### src/rtl/tsle_pkg.sv
`timescale 1ns / 1ps
// ----------------------------------------------------------------------------
// Two-stack line editor package
// Shared widths, command codes and default sizing for the line editor.
// ----------------------------------------------------------------------------
package tsle_pkg;

	localparam int CAPACITY_DEF = 64;
	localparam int CHAR_W       = 8;
	localparam int KIND_W       = 3;

	localparam logic [KIND_W-1:0] K_INSERT    = 3'd0;
	localparam logic [KIND_W-1:0] K_BACKSPACE = 3'd1;
	localparam logic [KIND_W-1:0] K_LEFT      = 3'd2;
	localparam logic [KIND_W-1:0] K_RIGHT     = 3'd3;
	localparam logic [KIND_W-1:0] K_REVERSE   = 3'd4;
	localparam logic [KIND_W-1:0] K_DELETE    = 3'd5;
	localparam logic [KIND_W-1:0] K_FLUSH     = 3'd6;

endpackage

### src/rtl/tsle_ram.sv
`timescale 1ns / 1ps
// ----------------------------------------------------------------------------
// Character stack memory
// One write port and two read ports, read data registered.
// ----------------------------------------------------------------------------
module tsle_ram #(
	parameter int DEPTH = tsle_pkg::CAPACITY_DEF,
	parameter int AW    = $clog2(DEPTH)
) (
	input  logic                        clk,
	input  logic                        we,
	input  logic [AW-1:0]               waddr,
	input  logic [tsle_pkg::CHAR_W-1:0] wdata,
	input  logic [AW-1:0]               raddr_a,
	input  logic [AW-1:0]               raddr_b,
	output logic [tsle_pkg::CHAR_W-1:0] rdata_a,
	output logic [tsle_pkg::CHAR_W-1:0] rdata_b
);
	import tsle_pkg::*;

	logic [CHAR_W-1:0] mem_q [DEPTH];

	always_ff @(posedge clk) begin
		if (we) begin
			mem_q[waddr] <= wdata;
		end
	end

	always_ff @(posedge clk) begin
		rdata_a <= mem_q[raddr_a];
		rdata_b <= mem_q[raddr_b];
	end

endmodule

### src/rtl/two_stack_line_editor_unit.sv
`timescale 1ns / 1ps
// ----------------------------------------------------------------------------
// Two-stack line editor
// Line-edit buffer with a cursor, held as a left stack and a right stack.
//
// A command beat is taken when start is high and busy is low; kind selects
// insert, backspace, cursor left, cursor right, reverse left text, delete
// every copy of char_in from the left text, or flush. Busy stays high while a
// command runs. Reverse and delete each step through the left memory in their
// own loop: reverse swaps characters pairwise from both ends, delete keeps
// each one that differs from char_in. Flush sends out the line of T characters
// as result beats, one per cycle, marked by valid.
// The receiver cannot stall; every valid cycle carries one beat.
// The memories have no reset and need no clearing pass; reset empties both
// stacks and clears the drop flag, and the block is ready at once.
// ----------------------------------------------------------------------------
module two_stack_line_editor_unit #(
	parameter int CAPACITY = tsle_pkg::CAPACITY_DEF
) (
	input  logic                        clk,
	input  logic                        arst_n,
	input  logic                        start,
	output logic                        busy,
	input  logic [tsle_pkg::KIND_W-1:0] kind,
	input  logic [tsle_pkg::CHAR_W-1:0] char_in,
	output logic                        valid,
	output logic [tsle_pkg::CHAR_W-1:0] char_out,
	output logic                        last,
	output logic                        dropped
);
	import tsle_pkg::*;

	localparam int AW = $clog2(CAPACITY);
	localparam int CW = $clog2(CAPACITY + 1);

	localparam logic [2:0] ST_IDLE  = 3'd0;
	localparam logic [2:0] ST_DISP  = 3'd1;
	localparam logic [2:0] ST_MOVE  = 3'd2;
	localparam logic [2:0] ST_REV_A = 3'd3;
	localparam logic [2:0] ST_REV_B = 3'd4;
	localparam logic [2:0] ST_DEL   = 3'd5;
	localparam logic [2:0] ST_FLUSH = 3'd6;
	localparam logic [2:0] ST_DRAIN = 3'd7;

	logic [2:0]        state_q;
	logic [CW-1:0]     lcount_q;
	logic [CW-1:0]     rcount_q;
	logic              drop_q;
	logic [KIND_W-1:0] kind_q;
	logic [CHAR_W-1:0] char_q;
	logic [AW-1:0]     lo_q;
	logic [AW-1:0]     hi_q;
	logic [CHAR_W-1:0] tmp_q;
	logic [CW-1:0]     rd_ptr_q;
	logic [CW-1:0]     wr_ptr_q;
	logic [CW-1:0]     pos_q;
	logic              pend_s1;
	logic              src_left_s1;
	logic              last_s1;
	logic              drop_s1;

	logic              l_we;
	logic [AW-1:0]     l_waddr;
	logic [CHAR_W-1:0] l_wdata;
	logic [AW-1:0]     l_raddr_a;
	logic [AW-1:0]     l_raddr_b;
	logic [CHAR_W-1:0] l_rdata_a;
	logic [CHAR_W-1:0] l_rdata_b;
	logic              r_we;
	logic [AW-1:0]     r_waddr;
	logic [CHAR_W-1:0] r_wdata;
	logic [AW-1:0]     r_raddr_a;
	logic [AW-1:0]     r_raddr_b;
	logic [CHAR_W-1:0] r_rdata_a;
	logic [CHAR_W-1:0] r_rdata_b;

	logic [CW:0]       total_w;
	logic [CW-1:0]     lcount_dec;
	logic [CW-1:0]     rcount_dec;
	logic [CW-1:0]     r_walk_idx;
	logic              keep;
	logic [CW-1:0]     wr_next;
	logic [CW-1:0]     lo_next;
	logic [CW-1:0]     hi_next;

	assign total_w    = {1'b0, lcount_q} + {1'b0, rcount_q};
	assign lcount_dec = lcount_q - CW'(1);
	assign rcount_dec = rcount_q - CW'(1);
	assign r_walk_idx = total_w[CW-1:0] - CW'(1) - pos_q;
	assign keep       = (l_rdata_a != char_q);
	assign wr_next    = wr_ptr_q + CW'(keep);
	assign lo_next    = CW'(lo_q) + CW'(1);
	assign hi_next    = CW'(hi_q) - CW'(1);

	tsle_ram #(
		.DEPTH(CAPACITY),
		.AW   (AW)
	) u_left_ram (
		.clk    (clk),
		.we     (l_we),
		.waddr  (l_waddr),
		.wdata  (l_wdata),
		.raddr_a(l_raddr_a),
		.raddr_b(l_raddr_b),
		.rdata_a(l_rdata_a),
		.rdata_b(l_rdata_b)
	);

	tsle_ram #(
		.DEPTH(CAPACITY),
		.AW   (AW)
	) u_right_ram (
		.clk    (clk),
		.we     (r_we),
		.waddr  (r_waddr),
		.wdata  (r_wdata),
		.raddr_a(r_raddr_a),
		.raddr_b(r_raddr_b),
		.rdata_a(r_rdata_a),
		.rdata_b(r_rdata_b)
	);

	// Memory port control for the current step.
	always_comb begin
		l_we      = 1'b0;
		l_waddr   = lcount_q[AW-1:0];
		l_wdata   = char_q;
		l_raddr_a = lcount_dec[AW-1:0];
		l_raddr_b = hi_q;
		r_we      = 1'b0;
		r_waddr   = rcount_q[AW-1:0];
		r_wdata   = l_rdata_a;
		r_raddr_a = rcount_dec[AW-1:0];
		r_raddr_b = r_walk_idx[AW-1:0];
		case (state_q)
			ST_DISP: begin
				case (kind_q)
					K_INSERT: begin
						l_we = (total_w < (CW + 1)'(CAPACITY));
					end
					K_REVERSE: begin
						l_raddr_a = '0;
						l_raddr_b = lcount_dec[AW-1:0];
					end
					K_DELETE: begin
						l_raddr_a = '0;
					end
					default: begin
					end
				endcase
			end
			ST_MOVE: begin
				if (kind_q == K_LEFT) begin
					r_we = 1'b1;
				end else begin
					l_we    = 1'b1;
					l_wdata = r_rdata_a;
				end
			end
			ST_REV_A: begin
				l_we      = 1'b1;
				l_waddr   = lo_q;
				l_wdata   = l_rdata_b;
			end
			ST_REV_B: begin
				l_we      = 1'b1;
				l_waddr   = hi_q;
				l_wdata   = tmp_q;
				l_raddr_a = lo_next[AW-1:0];
				l_raddr_b = hi_next[AW-1:0];
			end
			ST_DEL: begin
				l_we      = keep;
				l_waddr   = wr_ptr_q[AW-1:0];
				l_wdata   = l_rdata_a;
				l_raddr_a = rd_ptr_q[AW-1:0];
			end
			ST_FLUSH: begin
				l_raddr_b = pos_q[AW-1:0];
			end
			default: begin
			end
		endcase
	end

	// Sequencer and stack pointers.
	always_ff @(posedge clk or negedge arst_n) begin
		if (!arst_n) begin
			state_q  <= ST_IDLE;
			lcount_q <= '0;
			rcount_q <= '0;
			drop_q   <= 1'b0;
			pend_s1  <= 1'b0;
		end else begin
			pend_s1 <= 1'b0;
			case (state_q)
				ST_IDLE: begin
					if (start) begin
						state_q <= ST_DISP;
					end
				end
				ST_DISP: begin
					state_q <= ST_IDLE;
					case (kind_q)
						K_INSERT: begin
							if (total_w < (CW + 1)'(CAPACITY)) begin
								lcount_q <= lcount_q + CW'(1);
							end else begin
								drop_q <= 1'b1;
							end
						end
						K_BACKSPACE: begin
							if (lcount_q != '0) begin
								lcount_q <= lcount_dec;
							end
						end
						K_LEFT: begin
							if (lcount_q != '0 && rcount_q < CW'(CAPACITY)) begin
								lcount_q <= lcount_dec;
								state_q  <= ST_MOVE;
							end
						end
						K_RIGHT: begin
							if (rcount_q != '0 && lcount_q < CW'(CAPACITY)) begin
								rcount_q <= rcount_dec;
								state_q  <= ST_MOVE;
							end
						end
						K_REVERSE: begin
							if (lcount_q >= CW'(2)) begin
								state_q <= ST_REV_A;
							end
						end
						K_DELETE: begin
							if (lcount_q != '0) begin
								state_q <= ST_DEL;
							end
						end
						K_FLUSH: begin
							if (total_w == '0) begin
								drop_q <= 1'b0;
							end else begin
								state_q <= ST_FLUSH;
							end
						end
						default: begin
						end
					endcase
				end
				ST_MOVE: begin
					if (kind_q == K_LEFT) begin
						rcount_q <= rcount_q + CW'(1);
					end else begin
						lcount_q <= lcount_q + CW'(1);
					end
					state_q <= ST_IDLE;
				end
				ST_REV_A: begin
					state_q <= ST_REV_B;
				end
				ST_REV_B: begin
					if (lo_next < hi_next) begin
						state_q <= ST_REV_A;
					end else begin
						state_q <= ST_IDLE;
					end
				end
				ST_DEL: begin
					if (rd_ptr_q >= lcount_q) begin
						lcount_q <= wr_next;
						state_q  <= ST_IDLE;
					end
				end
				ST_FLUSH: begin
					pend_s1 <= 1'b1;
					if (pos_q == total_w[CW-1:0] - CW'(1)) begin
						lcount_q <= '0;
						rcount_q <= '0;
						drop_q   <= 1'b0;
						state_q  <= ST_DRAIN;
					end
				end
				ST_DRAIN: begin
					state_q <= ST_IDLE;
				end
				default: begin
					state_q <= ST_IDLE;
				end
			endcase
		end
	end

	// Command fields, walk pointers and the result stage.
	always_ff @(posedge clk) begin
		case (state_q)
			ST_IDLE: begin
				kind_q <= kind;
				char_q <= char_in;
			end
			ST_DISP: begin
				lo_q     <= '0;
				hi_q     <= lcount_dec[AW-1:0];
				rd_ptr_q <= CW'(1);
				wr_ptr_q <= '0;
				pos_q    <= '0;
			end
			ST_REV_A: begin
				tmp_q <= l_rdata_a;
			end
			ST_REV_B: begin
				lo_q <= lo_next[AW-1:0];
				hi_q <= hi_next[AW-1:0];
			end
			ST_DEL: begin
				rd_ptr_q <= rd_ptr_q + CW'(1);
				wr_ptr_q <= wr_next;
			end
			ST_FLUSH: begin
				pos_q       <= pos_q + CW'(1);
				src_left_s1 <= (pos_q < lcount_q);
				last_s1     <= (pos_q == total_w[CW-1:0] - CW'(1));
				drop_s1     <= drop_q;
			end
			default: begin
			end
		endcase
	end

	assign busy     = (state_q != ST_IDLE);
	assign valid    = pend_s1;
	assign char_out = src_left_s1 ? l_rdata_b : r_rdata_b;
	assign last     = last_s1;
	assign dropped  = drop_s1;

	// A result beat only appears while a flush is in progress.
	assert property (@(posedge clk) disable iff (!arst_n) valid |-> busy)
		else $error("result beat outside a flush");

	// The line never holds more characters than the capacity.
	assert property (@(posedge clk) disable iff (!arst_n)
		total_w <= (CW + 1)'(CAPACITY))
		else $error("line length exceeds capacity");

	// By the final beat of a flush both stacks are empty and the flag is clear.
	assert property (@(posedge clk) disable iff (!arst_n)
		valid && last |-> lcount_q == '0 && rcount_q == '0 && !drop_q)
		else $error("buffer not cleared at end of flush");

	// An accepted command always makes the block busy in the next cycle.
	assert property (@(posedge clk) disable iff (!arst_n) start && !busy |=> busy)
		else $error("command beat did not start a command");

endmodule
### config.mk
export PLATFORM = sky130hd
export DESIGN_NAME = two_stack_line_editor_unit
export DESIGN_NICKNAME = d
export VERILOG_FILES = /design/src/rtl/tsle_pkg.sv /design/src/rtl/tsle_ram.sv /design/src/rtl/two_stack_line_editor_unit.sv
export SDC_FILE = /design/constraint.sdc
export NUM_CORES = 2
export LEC_CHECK = 0
export ABC_CLOCK_PERIOD_IN_PS = 11600
export BUFFER_PORTS_ARGS = -buffer_cell sky130_fd_sc_hd__buf_4
export CORE_ASPECT_RATIO = 0.7
export CORE_MARGIN = 4
export CORE_UTILIZATION = 42
export CTS_BUF_LIST = sky130_fd_sc_hd__clkbuf_8 sky130_fd_sc_hd__clkbuf_16
export DETAILED_ROUTE_END_ITERATION = 12
export PLACE_DENSITY_LB_ADDON = 0.25
export SYNTH_ARGS = -nofsm -noshare
export SYNTH_HDL_FRONTEND = slang
export SYNTH_SLANG_ARGS = --single-unit
### constraint.sdc
create_clock -name clk -period 11.6 [get_ports clk]
set_input_delay 2.32 -clock clk [delete_from_list [all_inputs] [get_ports clk]]
set_output_delay 2.32 -clock clk [all_outputs]
set_load 0.01 [all_outputs]
==> results.md <==
- Crit path DAT: 6.67 ns
- Top_reg_cell synth: edfxtp_1
- PortBufs: 25
- Hold_buf cts: 0
- Die ar.: 139000 µm²
- Synth area leaders: edfxtp_1 (58%), mux4_2 (13%), nand2_1 (4.1%)
- Worst reg2reg startpoint: rcount_q[0]
- CP Capture Type: register
- Via count: 37000
- Layout area overhead: 10.3%
- Clock transition at path regs: 0.07 ns
- RSZ-0062 raised after global routing: false
- Critical setup path kind: reg2reg
- Crit. Startpoint: rcount_q[0]
- Multi-input gate area: 21200 µm²
- CTS root buffer: clkbuf_16
- Clock buffer depth: 3
- Min Tclk post-route: 6.07 ns
- Drt wl/cell: 30.5 µm
- Distinct cells, synth: 86
- Worst hold slack: 0.580 ns
- Post-synth top area cell: edfxtp_1
- Synth top area share: 57.9%
- Outcome: finished clean
- Post-CTS setup buffer count: 0
- Pin count of the biggest net entering global routing: 155
- Via/cell ratio: 6.45
- Adder-cell area share of the yosys netlist: 1.08%
- Register area share after synthesis: 59.9%
- Reg area: 33500 µm²
- Clock Sinks: 1130
- TritonCTS Buffers: 112
- #FFs+latches synth: 1130
- Number of synthesis warnings: 0
- FF-to-FF End: u_right_ram.rdata_b[0]
- Final setup fails: 0
- Total GRT Usage: 24.7%
- Post-synthesis mux area share: 19.6%
- Post-synth EDFFs: 1079
- Commonest non-fill, non-tap cells in the layout: edfxtp_1 (1079), nand2_1 (615), mux4_2 (328)
- Initial antenna violation count: 8
- Maxcap violations: 0
- Post-Synth Simple-Gate Area: 9.68%
- Synth Area in XOR/XNOR: 0.846%
- Syn avg cell area: 14.2 µm²
- Most common cell after layout, fill and taps aside: edfxtp_1
- Worst Setup EP: u_right_ram.rdata_b[0]
- Async SR Flop Fraction: 1.68%
- Combinational family with the most area after synthesis: multiplexers
- Compound-cell area share of the yosys netlist: 6.38%
- Post-Synthesis Cells: 3938
- Placer Congestion: 0.928
- Fin cells: 5743
- Syn_nets: 3999
- Final Hold Vio Count: 0
- Setup total negative slack: 0 ns
- Fin. max-slew vios: 0
- WL final: 175 mm
- Setup crit start kind: register
- H-Tree Depth: 3
- Post-route ant nets: 0
- Num rows: 111
- Drc violations: 0
- # IOs: 26
- Worst EP required: 12.21 ns
- Clock insertion delay at the later pin of the skew report: 0.75 ns
- Slew headroom: 10.5%
- Share of layout cells above drive strength 1: 20.0%
- Worst Skew: 0.0533 ns
- Placed cells: 5527
- Nets: 3951
- Fill cell count: 11300
- Pre-antenna DRT Iters: 6
- Core Area: 132000 µm²
- Tightest Hold Check Type: reg2reg
- Flop-to-flop setup slack: 5.53 ns
- Number of global-route vias before repair: 34300
- Fin util: 46.9%
- Die height: 313 µm
- DR iter-0 viols: 5750
- HPWL after DPL: 113 mm
- Reg2reg path depth: 12
- Mapped cell area: 55900 µm²
- GRT overflow: 0
- Worst slew pin tran: 1.34 ns
- CTS tree: yes
- Initial Utilization: 42.5%
- Maximum fanout along the worst path: 72
- First-pass GRT wire length: 251 mm
- Die Width: 444 µm
- Highest Clock Rate: 165 MHz
- Final worst path period share: 52.3%
- Post-cts sizing count: 0
[cells in the mapped netlist, types with 14 or more instances]
cell type / n
o211ai_1: 64
mux2_1: 15
nor3_1: 24
and3_1: 71
a221o_1: 17
dfrtp_1: 19
mux2_2: 125
dfxtp_1: 32
buf_4: 30
nor2b_1: 16
o2111ai_1: 31
xnor2_1: 27
a2111oi_0: 14
o21ai_0: 82
nor2_1: 262
buf_2: 60
buf_1: 34
edfxtp_1: 1079
nand4_1: 14
a31oi_1: 28
ha_1: 45
mux4_2: 328
a21oi_1: 94
clkbuf_1: 126
nand2b_1: 15
nand3_1: 161
o22ai_1: 22
a211oi_1: 37
mux2i_1: 199
o21a_1: 16
xor2_1: 27
nand2_1: 615
inv_1: 34
a311oi_1: 33
[worst max-delay path, cell delays in order (launching register included)]
cell	delay [ns]
dfrtp_4	0.97
ha_1	0.33
inv_1	0.07
fa_1	0.45
ha_1	0.29
inv_1	0.07
fa_4	0.74
buf_4	0.71
buf_4	0.95
mux4_2	0.43
mux4_2	0.58
mux2i_1	0.19
a21oi_1	0.09
[metrics by stage]
stage,worst slack (ns),instance area (µm²)
after floorplan,7.23,55900
after global placement,5.61,57900
after detailed placement,5.48,57900
after CTS,5.46,61700
after global routing,5.25,61700
final,5.53,61700
[cells by family after synthesis]
family,Yosys count
xor gates and xnor gates,54
adders and majority gates,47
AOI/OAI and AO/OA,504
muxes,667
DFF,1130
buffers and inverters,297
and+or+nand+nor,1239
[worst min path at each step]
stage,from,cells after the start,endpoint,slack (ns)
5_1_grt,rcount_q[6],1,rcount_q[6],0.59
6_report,rcount_q[6],1,rcount_q[6],0.58
4_1_cts,rcount_q[6],1,rcount_q[6],0.57
3_3_place_gp,rcount_q[6],1,rcount_q[6],0.56
3_5_place_dp,rcount_q[6],1,rcount_q[6],0.56
2_1_floorplan,drop_q,0,dropped,0.42
[state kept, by name, indices dropped and copies added (netlist names)]
name,cells
u_left_ram.mem_q,512
u_right_ram.mem_q,512
char_q,8
tmp_q,8
u_left_ram.rdata_a,8
u_left_ram.rdata_b,8
u_right_ram.rdata_a,8
u_right_ram.rdata_b,8
lcount_q,7
pos_q,7
rcount_q,7
rd_ptr_q,7
wr_ptr_q,7
hi_q,6
lo_q,6
kind_q,3
state_q,3
drop_q,1
dropped,1
last,1
src_left_s1,1
valid,1
[per-layer routing]
| layer | global-route usage (%) | part of all wire, % | wire length, µm | up-vias |
|---|---|---|---|---|
| li1 | - | - | - | 15300 |
| met1 | 39.2 | 44 | 77200 | 18900 |
| met2 | 32.1 | 40 | 69300 | 2453 |
| met3 | 7.69 | 13 | 23500 | 301 |
| met4 | 7.13 | 3.0 | 5230 | 4 |
| met5 | 0 | 0.015 | 27 | - |
[final cells by class]
type,instances,area share [%]
antenna,2,0.00812
clock buffer,121,4.78
clock inverter,93,1.35
inverter,36,0.219
multi-input combinational,2511,34.4
sequential,1130,54.4
tap,1751,3.55
timing repair buffer,99,1.29
Power is not shown: default switching activity piles up to over one toggle a cycle in this logic, so the estimate is an artifact.
